$ cat src/design/ncdt_pkg.sv
package ncdt_pkg;

	localparam int NODE_W    = 10;
	localparam int COORD_W   = 15;
	localparam int ENTRY_W   = 2 * COORD_W;
	localparam int DIST_W    = 16;
	localparam int PROD_W    = 2 * COORD_W;
	localparam int SUM_W     = PROD_W + 1;
	localparam int IDX_EXT_W = 17;

	localparam int unsigned DIST_MAX = 46341;

	localparam logic OP_STORE = 1'b0;
	localparam logic OP_QUERY = 1'b1;

	typedef enum logic [3:0] {
		ST_IDLE,
		ST_RD_A,
		ST_RD_B,
		ST_DIFF,
		ST_MULX,
		ST_MULY,
		ST_ADD,
		ST_ROOT,
		ST_DONE
	} state_t;

	// sequencer to root unit
	typedef struct packed {
		logic load;
		logic step;
	} root_ctl_t;

	// root unit to sequencer
	typedef struct packed {
		logic last;
		logic round_up;
	} root_stat_t;

endpackage

$ cat src/design/ncdt_root.sv
// Bit-serial integer square root, one result bit per step, plus the
// round-to-nearest decision from the final remainder.
module ncdt_root (
	input  logic                               clk,
	input  ncdt_pkg::root_ctl_t                ctl,
	input  logic [ncdt_pkg::SUM_W-1:0]         operand,
	output ncdt_pkg::root_stat_t               stat,
	output logic [ncdt_pkg::DIST_W-1:0]        root
);

	localparam int W = ncdt_pkg::SUM_W;

	logic [W-1:0] rem_q;
	logic [W-1:0] root_q;
	logic [W-1:0] bit_q;
	logic [W:0]   trial;
	logic         take;

	assign trial = {1'b0, root_q} + {1'b0, bit_q};
	assign take  = {1'b0, rem_q} >= trial;

	// first trial bit is the top even power of two, so 16 steps end on bit 0
	always_ff @(posedge clk) begin
		if (ctl.load) begin
			rem_q  <= operand;
			root_q <= '0;
			bit_q  <= {1'b1, {(W-1){1'b0}}};
		end else if (ctl.step) begin
			if (take) begin
				rem_q  <= W'({1'b0, rem_q} - trial);
				root_q <= (root_q >> 1) + bit_q;
			end else begin
				root_q <= root_q >> 1;
			end
			bit_q <= bit_q >> 2;
		end
	end

	// remainder is s - r*r, so s > r*r + r reduces to remainder > r
	assign stat.last     = bit_q[0];
	assign stat.round_up = rem_q > root_q;
	assign root          = root_q[ncdt_pkg::DIST_W-1:0];

endmodule

$ cat config.mk
export PLATFORM = sky130hd
export DESIGN_NAME = ncdt_root
export DESIGN_NICKNAME = d
export VERILOG_FILES = /design/src/design/ncdt_pkg.sv /design/src/design/ncdt_root.sv
export SDC_FILE = /design/constraint.sdc
export NUM_CORES = 1
export LEC_CHECK = 0
export ABC_AREA = 1
export BUFFER_PORTS_ARGS = -buffer_cell sky130_fd_sc_hd__buf_4
export CORE_MARGIN = 2
export CORE_UTILIZATION = 55
export DETAILED_ROUTE_END_ITERATION = 10
export PLACE_DENSITY = 0.73
export SYNTH_ARGS = -nofsm -noshare
export SYNTH_HDL_FRONTEND = slang
export SYNTH_SLANG_ARGS = --single-unit
$ cat constraint.sdc
create_clock -name clk -period 7.8 [get_ports clk]
set_clock_uncertainty 0.15 [all_clocks]
set_input_delay 0.78 -clock clk [delete_from_list [all_inputs] [get_ports clk]]
set_output_delay 0.78 -clock clk [all_outputs]
set_load 0.005 [all_outputs]
Yosys cells after proc, flatten, opt, wreduce, memory -nomap -nowiden
Cells that the tools add are included. Widths: inputs -> output; s select.

Add/sub/neg operators: 3. Order comparisons: 2. Multiplexer cells: 4. Reductions and logical operators: 3.

Operators by type and width (count): $mux 31 (4); $add 31x31->32 (1); $ge 31x32->1 (1); $add 30x31->31 (1); $gt 31x31->1 (1); $sub 31x31->31 (1); $reduce_bool 2->1 (2); $reduce_and 2->1 (1).

Flip-flop bits (word level): 78. Output and inout port bits: 18. Logic and storage cells: 15.

Logic depth before layout (Yosys ltp)
Depth after elaboration: 5. Depth in mapped cells: 31. Depth with buffers taken out: 30.

Least setup slack after synthesis
Ideal clock, no wire load.

Path type: reg2reg. Start: reg root_q[4]. End: reg rem_q[0], enable pin. Setup time: 0.462 ns. Arrival time: 5.246 ns. Data required time: 7.188 ns. Setup slack: 1.942 ns. Stages on the path, launching flop included: 23. Cell sequence: dfxtp_1 > ha_1 > nand2_1 > a21oi_1 > nor2_1 > nor2_1 > nand2_1 > a21oi_1 > a21oi_1 > o21ai_1 > xnor2_1 > ha_1 > nand2_1 > nor2_2 > inv_1 > nor3_2 > nand2_2 > nand3_2 > nand2_2 > nand2_4 > nand2_2 > buf_6 > o21ai_0.

Cells in the longest elaborated chain, start to end: 4.

RTL lines: start: declaration (RTL line ncdt_root.sv:14) `logic [W-1:0] root_q;`; start signal: assignment (RTL line ncdt_root.sv:31) `root_q <= (root_q >> 1) + bit_q;`; start signal: assignment (RTL line ncdt_root.sv:33) `root_q <= root_q >> 1;`; $add 31x31->32 (RTL line ncdt_root.sv:19) `assign trial = {1'b0, root_q} + {1'b0, bit_q};`; $ge 31x32->1 (RTL line ncdt_root.sv:20) `assign take = {1'b0, rem_q} >= trial;`; $reduce_bool 2->1 (no source line); $reduce_and 2->1 (no source line); end signal: assignment (RTL line ncdt_root.sv:25) `rem_q <= operand;`; end signal: assignment (RTL line ncdt_root.sv:30) `rem_q <= W'({1'b0, rem_q} - trial);`; end: declaration (RTL line ncdt_root.sv:13) `logic [W-1:0] rem_q;`.

Every way passes these cells. A chain may end at the register's enable or synchronous reset.

Final worst setup path
Start: reg root_q[6]. End: reg rem_q[30], enable pin.

Same word-level chain as after synthesis.

==> impl_metrics.yaml <==
status:
  outcome: "completed"
timing:
  layout_min_cycle_time_ns: 5.18
  finalSetupViolations: 0
  max-slew-margin-rel: 0.477
  hold_violations: 0
  rsz0062_at_grt: "no"
  worst_pin_slew_ns: 0.783
  finalMaxSlewViolations: 0
  fin_setup_tns_ns: 0
  finalWorstSetupSlack_ns: 2.62
  clock.fmax_mhz: 193
  fin_crit_sh: 0.664
finish:
  layout.cells.most_common: "nand2_1"
  layout_common_cells: "nand2_1 (373), inv_1 (189), nand3_1 (133)"
  ff_latch_area_um2: 1870
  multi_input_area_um2: 6010
  finalNetCount: 1557
  insertedDiodeCount: 0
  drive_above_1_share: 0.0741
  syn_to_final_growth_pct: 7.67
  fillCellCount: 1583
grt:
  grt_max_degree: 63
  grt_pass1_wl_um: 42900
  antenna_found_initial: 0
  overflow: 0
  grt_pass1_vias: 8642
  grt_use_total: 0.320
place:
  port_buffers: 51
  gp_congestion: 1.04
  dp_slack_ns: 2.68
  hpwl_um: 20700
detailed_routing:
  vias_per_cell: 5.66
  routed_wl_um: 26500
  ant_nets: 0
  drtPass1Iterations: 5
  drcViolationCount: 0
  drt_iter0_markers: 654
  routedWlPerCell_um: 16.1
  vias: 9309
worst_setup_path:
  endpoint_kind: "flip-flop"
  arrival_ns: 5.03
  worst_r2r_endpoint: "rem_q[30]"
  worstReg2RegStart: "root_q[6]"
  cp-endpoint: "rem_q[30]"
  startpoint_type: "flip-flop"
  crit_path_start: "root_q[6]"
  required_ns: 7.65
  worstRegToRegCells: 22
  crit_fanout: 42
  reg2reg_slack_ns: 2.62
  critical_path_class: "flip-flop to flip-flop"
job:
  maxCapViolations: 0
clocking:
  postCtsSetupRepairBufs: 0
  cts_tree: "yes"
  clk_pin_slew_ns: 0.06
  cts_sinks: 78
  cts_buffers: 9
  clockRootBuffer: "clkbuf_16"
  clock_path_buffers: 2
  htree_levels: 3
  cts-resized-gates: 0
  worstSkewPairLatency_ns: 0.35
  cts_hold_buf: 0
floorplanning:
  fp-row-count: 46
  start_util: 0.561
  io_pins: 52
  floorplan.die_area_um2: 17200
  fp.dieW_um: 131
  die_h_um: 131
  core_um2: 15800
synth:
  synth_area_um2: 8880
  synth-seq-area-share: 0.211
  synth_seq_cells: 78
  syn_area_per_cell_um2: 6.28
  synth_cells: 1413
  ys_types: 44
  syn-num-nets: 1543
  yosysWarnings: 0
power_and_ir_drop:
  ir_drop_v: 0.000202
  power_density_nw_per_um2: 359
  power.share.switching: 0.523
  p_int_uw: 1640
  seq_power_share: 0.224
  p_switching_uw: 1800
  comb_power_share: 0.655
  pwr-share-clk: 0.122
  p_leak_uw: 0.00442
hold_path:
  worstHoldPathType: "flip-flop to flip-flop"
==> Yosys cell counts, drive strengths merged <==
master,count,area (µm²)
a21boi,2,15.0
a21o,8,60.1
a21oi,107,562
a31o,1,8.76
a31oi,5,31.3
and2,2,12.5
buf,34,229
clkbuf,18,67.6
dfxtp,47,941
edfxtp,31,931
fa,1,20.0
ha,95,1190
inv,190,713
nand2,379,1440
nand3,135,686
nand3b,6,45.0
nand4,30,188
nor2,131,502
nor3,20,110
nor3b,1,7.51
nor4,2,12.5
o2111ai,3,26.3
o211ai,4,30.0
o21a,1,7.51
o21ai,85,429
o21bai,16,120
o221a,1,11.3
o221ai,2,17.5
o31ai,1,7.51
or2,11,68.8
xnor2,17,149
xor2,27,236
==> area by class of cell <==
cell class,count,area share
multi-input cells,1093,0.628
flip-flops and latches,78,0.196
inverters,190,0.0746
repair buffers,55,0.0432
well taps,216,0.0283
clock buffers,11,0.0276
clock inverters,3,0.00196
==> kinds of logic after synthesis <==
family / after synthesis / share of synthesized area
xor gates and xnor gates: 44 / 0.0434
buffers and inverters: 242 / 0.114
and+or+nand+nor: 717 / 0.346
DFF: 78 / 0.211
AOI/OAI and AO/OA: 236 / 0.149
adders and majority gates: 96 / 0.136
==> how the worst min path moves through the flow <==
| stage | start | to | slack (ns) | depth (start not counted) |
|---|---|---|---|---|
| 5_1_grt | bit_q[6] | bit_q[4] | 0.42 | 2 |
| 6_report | bit_q[6] | bit_q[4] | 0.39 | 2 |
| 4_1_cts | bit_q[20] | bit_q[18] | 0.39 | 2 |
| 3_3_place_gp | bit_q[20] | bit_q[18] | 0.38 | 2 |
| 2_1_floorplan | bit_q[30] | bit_q[28] | 0.33 | 2 |
| 3_5_place_dp | bit_q[20] | bit_q[18] | 0.38 | 2 |
==> power groups by stage <==
| stage | clock, µW | sequential [µW] | combinational, µW |
|---|---|---|---|
| 2_1_floorplan | 0 | 693 | 1740 |
| 3_3_place_gp | 0 | 761 | 2160 |
| 3_5_place_dp | 0 | 767 | 2190 |
| 4_1_cts | 422 | 759 | 2210 |
| 5_1_grt | 436 | 779 | 2540 |
| 6_report | 417 | 767 | 2250 |
==> state kept, by name (all words and copies together), names as in the netlist <==
| register | cells |
|---|---|
| root_q | 31 |
| rem_q | 31 |
| bit_q | 16 |
==> metrics by stage <==
step / total power [µW] / utilization / hold WS [ns] / std cells / cell area [µm²]
after floorplan: 2430 / - / 0.330 / 1413 / 8880
after global placement: 2920 / 0.586 / 0.377 / 1632 / 9270
after detailed placement: 2960 / 0.586 / 0.377 / 1632 / 9270
after CTS: 3390 / 0.604 / 0.385 / 1646 / 9560
after global routing: 3760 / 0.604 / 0.417 / 1646 / 9560
final: 3430 / 0.604 / 0.390 / 1646 / 9560
==> critical path, stage by stage, from the launching register on <==
cell and delay [ns]:
dfxtp_1 0.41, ha_1 0.42, nand2_1 0.10, o21ai_0 0.18, inv_1 0.06, nand2_1 0.14, nand2_1 0.07, nand2_1 0.22
a21oi_1 0.15, o21bai_1 0.22, xor2_1 0.12, ha_1 0.37, nand2_2 0.10, nor2_2 0.15, inv_2 0.06, nor3_2 0.19
nand2_2 0.09, nand3_2 0.08, nand2_2 0.07, nand2_4 0.36, nand2_2 0.42, o21ai_2 0.24, buf_4 0.41
==> routing by layer <==
layer,track usage,vias up,routed length (µm)
met5,0,-,0
met4,0.128,0,830
met3,0.0379,60,1650
met2,0.514,361,11900
met1,0.438,4192,12200
li1,-,4696,-
Note: power is estimated with default switching activity, not from simulation.
